[src/hw/rtl/assert_macros.svh]
// ----------------------------------------------------------------------------
// Assertion macros
// Shared concurrent assertion wrappers; they compile to nothing for synthesis.
// ----------------------------------------------------------------------------
`ifndef ASSERT_MACROS_SVH
`define ASSERT_MACROS_SVH

`ifndef SYNTHESIS
`define ASSERT_AT(lbl, clk, rst_n, prop) \
    lbl: assert property (@(posedge clk) disable iff (!rst_n) prop) \
        else $error("assertion failed");
`define ASSERT_NEVER(lbl, clk, rst_n, cond) \
    `ASSERT_AT(lbl, clk, rst_n, !(cond))
`else
`define ASSERT_AT(lbl, clk, rst_n, prop)
`define ASSERT_NEVER(lbl, clk, rst_n, cond)
`endif

`endif

[src/hw/rtl/tppd_pkg.sv]
// ----------------------------------------------------------------------------
// Tape pulse period decoder package
// Widths, codes and interface types shared by the decoder modules.
// ----------------------------------------------------------------------------
package tppd_pkg;

    localparam int unsigned DEN_W   = 32;
    localparam int unsigned TICK_W  = 21;
    localparam int unsigned ODD_W   = TICK_W + 1;
    localparam int unsigned HALF_W  = 19;
    localparam int unsigned NUM_W   = ODD_W + HALF_W;
    localparam int unsigned CNT_W   = $clog2(NUM_W + 1);
    localparam int unsigned PAUSE_W = 24;

    localparam logic [HALF_W-1:0] HALF_MICROS = HALF_W'(500000);

    localparam logic [1:0] PAUSE_LEN = 2'd3;

    localparam logic [1:0] REG_TICK_FREQ  = 2'd0;
    localparam logic [1:0] REG_FORMAT_VER = 2'd1;
    localparam logic [1:0] REG_DATA_LEN   = 2'd2;

    localparam logic [DEN_W-1:0] TICK_FREQ_RST = DEN_W'(123156);

    typedef enum logic [1:0] {
        STATUS_OK      = 2'd0,
        STATUS_ZERO_V0 = 2'd1,
        STATUS_OVERRUN = 2'd2
    } t_status;

    typedef enum logic [2:0] {
        ST_IDLE,
        ST_MUL,
        ST_LOAD,
        ST_DIV,
        ST_EMIT
    } t_state;

    typedef struct packed {
        logic start;
    } t_div_ctl;

    typedef struct packed {
        logic busy;
        logic done;
    } t_div_sts;

endpackage

[src/hw/rtl/tppd_div.sv]
// ----------------------------------------------------------------------------
// Tape pulse period divider
// Restoring divider that produces one quotient bit per cycle, saturated.
// ----------------------------------------------------------------------------
module tppd_div
    import tppd_pkg::*;
(
    input  logic             i_clk,
    input  logic             i_rst_n,
    input  t_div_ctl         i_ctl,
    input  logic [NUM_W-1:0] i_num,
    input  logic [DEN_W-1:0] i_den,
    output t_div_sts         o_sts,
    output logic [DEN_W-1:0] o_quotient
);

    logic             r_busy;
    logic             r_done;
    logic [CNT_W-1:0] r_cnt;
    logic [DEN_W-1:0] r_rem;
    logic [NUM_W-1:0] r_quo;
    logic [DEN_W-1:0] r_den;

    logic [DEN_W:0]   rem_sh;
    logic [DEN_W:0]   diff;
    logic             ge;

    assign rem_sh = {r_rem, r_quo[NUM_W-1]};
    assign ge     = rem_sh >= {1'b0, r_den};
    assign diff   = rem_sh - {1'b0, r_den};

    always_ff @(posedge i_clk) begin
        if (!i_rst_n) begin
            r_busy <= 1'b0;
            r_done <= 1'b0;
            r_cnt  <= '0;
        end else begin
            r_done <= 1'b0;
            if (i_ctl.start) begin
                r_busy <= 1'b1;
                r_cnt  <= CNT_W'(NUM_W);
            end else if (r_busy) begin
                r_cnt <= r_cnt - CNT_W'(1);
                if (r_cnt == CNT_W'(1)) begin
                    r_busy <= 1'b0;
                    r_done <= 1'b1;
                end
            end
        end
    end

    always_ff @(posedge i_clk) begin
        if (i_ctl.start) begin
            r_rem <= '0;
            r_quo <= i_num;
            r_den <= i_den;
        end else if (r_busy) begin
            r_rem <= ge ? diff[DEN_W-1:0] : rem_sh[DEN_W-1:0];
            r_quo <= {r_quo[NUM_W-2:0], ge};
        end
    end

    assign o_sts.busy = r_busy;
    assign o_sts.done = r_done;
    assign o_quotient = (|r_quo[NUM_W-1:DEN_W]) ? '1 : r_quo[DEN_W-1:0];

endmodule

[src/hw/rtl/tape_pulse_period_decoder.sv]
// ----------------------------------------------------------------------------
// Tape pulse period decoder
// A period result is loaded after its request passes the multiply, load,
// divider and emit states; the next request is taken once back in idle.
// Status-only results go straight to emit, other bytes stay in idle; output stalls hold emit.
// Synchronous active-low reset restores the default registers and clears state.
// ----------------------------------------------------------------------------
`include "assert_macros.svh"

module tape_pulse_period_decoder
    import tppd_pkg::*;
(
    input  logic        i_clk,
    input  logic        i_rst_n,
    input  logic        i_cfg_we,
    input  logic [1:0]  i_cfg_index,
    input  logic [31:0] i_cfg_data,
    input  logic        s_axis_tvalid,
    output logic        s_axis_tready,
    input  logic [7:0]  s_axis_tdata,  // [7:0] data_byte
    input  logic        s_axis_tuser,  // [0] action
    output logic        m_axis_tvalid,
    input  logic        m_axis_tready,
    output logic [31:0] m_axis_tdata,  // [31:0] period_us
    output logic [1:0]  m_axis_tuser   // [1:0] status
);

    logic [DEN_W-1:0]   r_tick_freq;
    logic               r_format_ver;
    logic [31:0]        r_data_len;

    t_state             r_state;
    t_state             n_state;

    logic [31:0]        r_byte_count;
    logic [1:0]         r_pause_left;
    logic [PAUSE_W-1:0] r_pause_acc;
    logic [TICK_W-1:0]  r_ticks;
    logic [NUM_W-1:0]   r_num;
    logic [31:0]        r_res_period;
    t_status            r_res_status;

    logic               r_out_valid;
    logic [31:0]        r_out_period;
    t_status            r_out_status;

    logic               accept;
    logic               overrun;
    logic               out_load;
    logic [PAUSE_W-1:0] n_pause_acc;
    t_div_ctl           div_ctl;
    t_div_sts           div_sts;
    logic [DEN_W-1:0]   quotient;

    assign accept      = s_axis_tvalid && s_axis_tready;
    assign overrun     = r_byte_count >= r_data_len;
    assign n_pause_acc = {s_axis_tdata, r_pause_acc[PAUSE_W-1:8]};

    always_ff @(posedge i_clk) begin
        if (!i_rst_n) begin
            r_tick_freq  <= TICK_FREQ_RST;
            r_format_ver <= 1'b1;
            r_data_len   <= '1;
        end else if (i_cfg_we) begin
            case (i_cfg_index)
                REG_TICK_FREQ:  r_tick_freq  <= i_cfg_data;
                REG_FORMAT_VER: r_format_ver <= i_cfg_data[0];
                REG_DATA_LEN:   r_data_len   <= i_cfg_data;
                default: begin
                end
            endcase
        end
    end

    always_comb begin
        n_state = r_state;
        case (r_state)
            ST_IDLE: begin
                if (accept && !s_axis_tuser) begin
                    if (overrun) begin
                        n_state = ST_EMIT;
                    end else if (r_pause_left != 2'd0) begin
                        if (r_pause_left == 2'd1) begin
                            n_state = ST_MUL;
                        end
                    end else if (s_axis_tdata != 8'd0) begin
                        n_state = ST_MUL;
                    end else if (!r_format_ver) begin
                        n_state = ST_EMIT;
                    end
                end
            end
            ST_MUL:  n_state = ST_LOAD;
            ST_LOAD: n_state = ST_DIV;
            ST_DIV: begin
                if (div_sts.done) begin
                    n_state = ST_EMIT;
                end
            end
            ST_EMIT: begin
                if (out_load) begin
                    n_state = ST_IDLE;
                end
            end
            default: n_state = ST_IDLE;
        endcase
    end

    always_comb begin
        s_axis_tready = r_state == ST_IDLE;
        div_ctl.start = r_state == ST_LOAD;
        out_load      = (r_state == ST_EMIT) && (!r_out_valid || m_axis_tready);
    end

    always_ff @(posedge i_clk) begin
        if (!i_rst_n) begin
            r_state      <= ST_IDLE;
            r_byte_count <= '0;
            r_pause_left <= '0;
            r_pause_acc  <= '0;
            r_out_valid  <= 1'b0;
        end else begin
            r_state <= n_state;
            if (out_load) begin
                r_out_valid <= 1'b1;
            end else if (m_axis_tready) begin
                r_out_valid <= 1'b0;
            end
            if (accept) begin
                if (s_axis_tuser) begin
                    r_byte_count <= '0;
                    r_pause_left <= '0;
                    r_pause_acc  <= '0;
                end else if (!overrun) begin
                    r_byte_count <= r_byte_count + 32'd1;
                    if (r_pause_left != 2'd0) begin
                        r_pause_acc  <= n_pause_acc;
                        r_pause_left <= r_pause_left - 2'd1;
                    end else if (s_axis_tdata == 8'd0 && r_format_ver) begin
                        r_pause_left <= PAUSE_LEN;
                        r_pause_acc  <= '0;
                    end
                end
            end
        end
    end

    always_ff @(posedge i_clk) begin
        if (accept) begin
            r_res_period <= '0;
            if (overrun) begin
                r_res_status <= STATUS_OVERRUN;
            end else begin
                r_res_status <= STATUS_ZERO_V0;
            end
            if (r_pause_left != 2'd0) begin
                r_ticks <= n_pause_acc[PAUSE_W-1:PAUSE_W-TICK_W];
            end else begin
                r_ticks <= TICK_W'(s_axis_tdata);
            end
        end
        if (r_state == ST_MUL) begin
            r_num <= NUM_W'({r_ticks, 1'b1}) * NUM_W'(HALF_MICROS);
        end
        if (r_state == ST_DIV && div_sts.done) begin
            r_res_period <= quotient;
            r_res_status <= STATUS_OK;
        end
        if (out_load) begin
            r_out_period <= r_res_period;
            r_out_status <= r_res_status;
        end
    end

    tppd_div u_div (
        .i_clk      (i_clk),
        .i_rst_n    (i_rst_n),
        .i_ctl      (div_ctl),
        .i_num      (r_num),
        .i_den      (r_tick_freq),
        .o_sts      (div_sts),
        .o_quotient (quotient)
    );

    assign m_axis_tvalid = r_out_valid;
    assign m_axis_tdata  = r_out_period;
    assign m_axis_tuser  = r_out_status;

    `ASSERT_AT(a_busy_in_div, i_clk, i_rst_n, div_sts.busy |-> r_state == ST_DIV)
    `ASSERT_AT(a_done_to_emit, i_clk, i_rst_n, (r_state == ST_DIV && div_sts.done) |=> r_state == ST_EMIT)
    `ASSERT_AT(a_load_shows, i_clk, i_rst_n, out_load |=> m_axis_tvalid)
    `ASSERT_NEVER(a_no_start_busy, i_clk, i_rst_n, div_ctl.start && div_sts.busy)

endmodule
[config.mk]
export PLATFORM = sky130hd
export DESIGN_NAME = tape_pulse_period_decoder
export DESIGN_NICKNAME = d
export VERILOG_FILES = /design/src/hw/rtl/tppd_pkg.sv /design/src/hw/rtl/tppd_div.sv /design/src/hw/rtl/tape_pulse_period_decoder.sv
export VERILOG_INCLUDE_DIRS = /design/src /design/src/hw/rtl
export SDC_FILE = /design/constraint.sdc
export NUM_CORES = 1
export LEC_CHECK = 0
export BUFFER_PORTS_ARGS = -buffer_cell sky130_fd_sc_hd__buf_4
export CORE_AREA = 2 2 206 208
export CTS_CLUSTER_DIAMETER = 60
export DETAILED_ROUTE_END_ITERATION = 16
export DIE_AREA = 0 0 208 210
export GPL_TIMING_DRIVEN = 0
export MAX_ROUTING_LAYER = met4
export PLACE_DENSITY = 0.69
export SKIP_CTS_REPAIR_TIMING = 1
export SYNTH_ARGS = -nofsm -noshare
export SYNTH_HDL_FRONTEND = slang
export SYNTH_SLANG_ARGS = --single-unit
[constraint.sdc]
create_clock -name i_clk -period 11.9 [get_ports i_clk]
set_clock_uncertainty 0.05 [all_clocks]
set_input_delay 2.38 -clock i_clk [delete_from_list [all_inputs] [get_ports i_clk]]
set_output_delay 2.38 -clock i_clk [all_outputs]
set_load 0.005 [all_outputs]
Word level (Yosys, flattened, before mapping)
Index checks and enable logic that the tools add are counted.

word-level totals
  register bits = 365
  input port bits = 48
  output and inout bits = 36
  word-level logic and storage cells = 107

operators by class
  add/sub/neg operators = 4
  multipliers = 1
  order comparisons = 2
  equality and inequality tests = 14
  muxes and demuxes = 35
  bitwise logic cells = 2
  reductions and logical operators = 26

operator list
  operator                                               count
  two-way mux 32 bit                                     6
  two-way mux 24 bit                                     4
  two-way mux 41 bit                                     2
  multiplier 22 x 14 -> 36 bit, second input constant    1
  >= comparator 33 x 32 -> 1 bit                         1
  adder 32 x 1 -> 32 bit, second input constant          1
  >= comparator 32 bit                                   1
  subtractor 32 bit                                      1
  two-way mux 3 bit                                      8
  one-hot mux 3 bit (5 select lines)                     1
  two-way mux 6 bit                                      2
  two-way mux 2 bit                                      5
  OR reduction 9 bit                                     1
  zero test 8 bit                                        1
  two-way mux 8 bit                                      1
  AND reduction 2 bit                                    4
  nonzero test 2 bit                                     4
  nonzero test 8 bit                                     1
  equality test 3 x 2 -> 1 bit, second input constant    2
  equality test 6 x 1 -> 1 bit, second input constant    1
  two-way mux 1 bit                                      6
  subtractor 6 x 1 -> 6 bit, second input constant       1
  logical AND 1 bit                                      5
  inequality test 5 x 2 -> 1 bit, second input constant  1
  other kinds (18)                                       23

Longest topological paths before layout
  depth after elaboration = 6
  gate-level depth with buffers = 21

Hierarchy
From an unflattened synthesis, not the netlist that was laid out.

second synthesis, totals
  cell total of the unflattened synthesis = 2,010
  area, all modules = 21,097.7 um^2

by module, submodules not included
  module                     times used  cells an instance  area each (um^2)  seq. area each (um^2)
  tape_pulse_period_decoder  1           1,304              14,224.9          6,025.8
  tppd_div                   1           706                6,872.8           2,992.9

Worst setup path after synthesis
Ideal clock, no wire load.

  path kind = reg2reg
  start point = reg r_ticks[9]
  end point = reg r_num[38], data pin
  data arrival time = 5.452 ns
  data required time = 11.590 ns
  setup slack = 6.138 ns
  stages on the path, launching flop included = 21
  buffers on the path = 0
  period minus slack after synthesis = 5.762 ns
  cells stage by stage = edfxtp_1 > inv_1 > fa_1 > fa_1 > inv_1 > fa_1 > fa_1 > ha_1 > inv_1 > fa_1 > inv_1 > ha_1 > and3_1 > a221o_1 > nand2_1 > nand2b_1 > a221oi_1 > nand3b_1 > a21oi_1 > o21ba_2 > xor2_1

between the ends
  cells in the longest elaborated chain, start to end = 1

RTL lines
  item                          RTL line                          text
  from (decl)                   tape_pulse_period_decoder.sv:38   logic [TICK_W-1:0] r_ticks;
  from (signal assigned)        tape_pulse_period_decoder.sv:157  r_ticks <= n_pause_acc[PAUSE_W-1:PAUSE_W-TICK_W];
  from (signal assigned)        tape_pulse_period_decoder.sv:159  r_ticks <= TICK_W'(s_axis_tdata);
  multiplier 22 x 14 -> 36 bit  tape_pulse_period_decoder.sv:163  r_num <= NUM_W'({r_ticks, 1'b1}) * NUM_W'(HALF_MICROS);
  to (signal assigned)          tape_pulse_period_decoder.sv:163
  to (decl)                     tape_pulse_period_decoder.sv:39   logic [NUM_W-1:0] r_num;

Every way passes these cells.
A chain may end at the register's enable or synchronous reset.

Worst setup path in the final report
  start point = reg r_ticks[0]
  end point = reg r_num[37], data pin

The elaborated chain is that of the path after synthesis.

==> impl_metrics.ini <==
[floorplanning]
ios = 84
die_h_um = 210
dieArea_sq_um = 43680
fp.dieW_um = 208
initial_core_util_pct = 49.26
core-area_sq_um = 41480
rows = 75

[synthesis]
synth_fp_nets = 2292
synth.distinct_cells = 79
avgSynthCellArea_sq_um = 10.36
yosys.area.top_type = edfxtp_1
async_flop_share_pct = 0
yosys-top-cells-area = edfxtp_1, dfxtp_1, ha_1
syn_area_sq_um = 20430
yosys.area.top_type_share_pct = 28.66
yosys_warnings = 0
synth_seq_cells = 353
synth-edff-count = 195
yosysSeqAreaShare_pct = 44.14
synth_cells = 1972
synth_flop_cell = edfxtp_1

[cts]
tritoncts = yes
htree_num_levels = 2
root_buffer = clkbuf_16
cts.sinks = 353
path_clk_slew_ns = 0.06
clk_latency_ns = 0.54
cts_made_buffers = 38
clock_path_buffers = 3

[timing]
hold-worst-slack_ns = 0.3627
fmax_mhz = 156.4
setup_tns_ns = 0
slew_viol_final = 0
slew_headroom_pct = 21.23
final.min_clock_period_ns = 6.393
setup_viol = 0
tightest_slew_ns = 1.180
rsz0062_at_grt = no
finalHoldViolations = 0
fin_crit_sh_pct = 53.72

[final_layout]
antenna_cells = 0
final_nets = 2418
drive_above_1_share_pct = 8.608
syn_to_final_growth_pct = 13.10
fin_util_pct = 55.72
finish.instance_area_sq_um = 23110

[place]
dp_hpwl_um = 33980
io_buffers = 81
gp_congestion = 0.9362
place_area_sq_um = 21810

[critical_path]
crit_fanout = 7
startpoint = r_ticks[0]
start_kind = flip-flop
critPathArrivalTime_ns = 6.61
end_kind = flip-flop
r2r_start = r_ticks[0]
critical_path_class = reg2reg
critical_path_required_ns = 12.12

[grt]
antenna_found_initial = 0
grt_pass1_wl_um = 72930
track_usage_pct = 20.85
grt_max_degree = 41
gr-total-overflow = 0
first_global_vias = 14340

[drt]
drt_iter0_markers = 1156
vias = 14340
postRouteAntennaNets = 0
dr.pass1.iters = 6
wl_um = 44010
drc_errors = 0
wl_per_cell_um = 16.52
avgViaCountPerCell = 5.381

[hold_path]
hold_start = r_res_period[1]
min_path_type = reg2reg

[status]
status = finished clean

[job]
cap_violations = 0
==> logic make-up (layout without fill, tap and decap cells) <==
logic type                 after synthesis  after routing  share of synthesized area [%]
adders and majority gates              272            272                          19.74
DFF                                    353            353                          44.14
muxes                                   32             32                          1.629
xor gates and xnor gates                78             78                          3.344
AOI/OAI and AO/OA                      423            423                          13.50
buffers and inverters                  296            450                          5.505
and+or+nand+nor                        518            518                          12.14
==> state kept, by name (all words and copies together) (netlist names), 3 cells and up <==
register      cells
r_num            35
r_byte_count     32
r_tick_freq      32
u_div.r_den      32
u_div.r_cnt       6
r_res_period     32
r_ticks          21
u_div.r_rem      32
r_data_len       32
r_pause_acc      13
r_state           3
m_axis_tdata     32
u_div.r_quo      41
==> Yosys cell counts, types with 7 or more instances <==
master	n
a21oi_1	135
nor3b_1	7
and2_1	16
ha_1	188
inv_1	220
a21o_1	47
a22o_1	15
nor2_1	70
fa_1	84
xnor2_1	51
nor3_1	24
nand3_1	37
and3_1	12
nor2b_1	18
nand4_1	21
o21a_1	41
dfxtp_1	158
xor2_1	27
o21ai_0	69
clkbuf_1	61
a31oi_1	16
o211ai_1	37
edfxtp_1	195
mux2_2	10
nand2_1	245
nand2b_1	14
or3_1	17
mux2i_1	22
==> layout by cell type, fill, tap and decap left out, types with 37 or more instances in the layout <==
master / instances
a21o_1: 47
a21oi_1: 135
buf_4: 83
clkbuf_1: 66
clkbuf_16: 39
dfxtp_1: 158
edfxtp_1: 195
fa_1: 84
ha_1: 188
inv_1: 220
nand2_1: 245
nand3_1: 37
nor2_1: 69
o211ai_1: 37
o21a_1: 41
o21ai_0: 69
xnor2_1: 51
==> per-layer routing <==
| metal | global-route usage, % | vias to the layer above | share of wire (%) |
|---|---|---|---|
| met5 | - | - | 0 |
| met3 | 2.533 | 72 | 4.1 |
| met4 | 5.992 | 0 | 2.4 |
| met1 | 28.46 | 6803 | 48 |
| met2 | 32.99 | 311 | 46 |
| li1 | - | 7154 | - |
==> area by class of cell <==
type	count	area, sq um
Inverter	223	837.1
Sequential cell	353	9019
Multi-Input combinational cell	1323	10300
Tap cell	539	674.4
Fill cell	3557	18370
Timing Repair Buffer	86	690.7
Clock inverter	19	242.7
Clock buffer	49	1054
Buffer	73	289.0
==> critical path, cell delays in order, from the launching register on <==
cell and delay (ns):
edfxtp_1 0.65, inv_1 0.19, fa_1 0.61, inv_1 0.07, fa_1 0.51, fa_1 0.58
fa_1 0.42, ha_1 0.28, inv_1 0.05, fa_1 0.50, inv_1 0.05, ha_1 0.33
nand2_1 0.10, nor3_1 0.21, a31oi_1 0.17, a31oi_1 0.33, nand3_1 0.14, a31oi_1 0.28
a21boi_0 0.24, o21ai_0 0.28, xnor2_1 0.09
==> metrics by stage <==
step | setup slack, ns | instances
3_5_place_dp | 5.499 | 2597
2_1_floorplan | 6.138 | 1972
6_report | 5.507 | 2665
5_1_grt | 5.060 | 2665
3_3_place_gp | 5.573 | 2592
4_1_cts | 5.490 | 2665
==> path summary, 6_finish.rpt <==
check / endpoint / slack [ns] / depth (start not counted)
setup / recovery: r_num[37] / 5.51 / 20
hold / removal: m_axis_tdata[1] / 0.36 / 0
setup reg to reg: r_num[37] / 5.51 / 20
hold reg to reg: m_axis_tdata[1] / 0.36 / 0
Power is not shown: default switching activity piles up to over one toggle a cycle in this logic, so the estimate is an artifact.
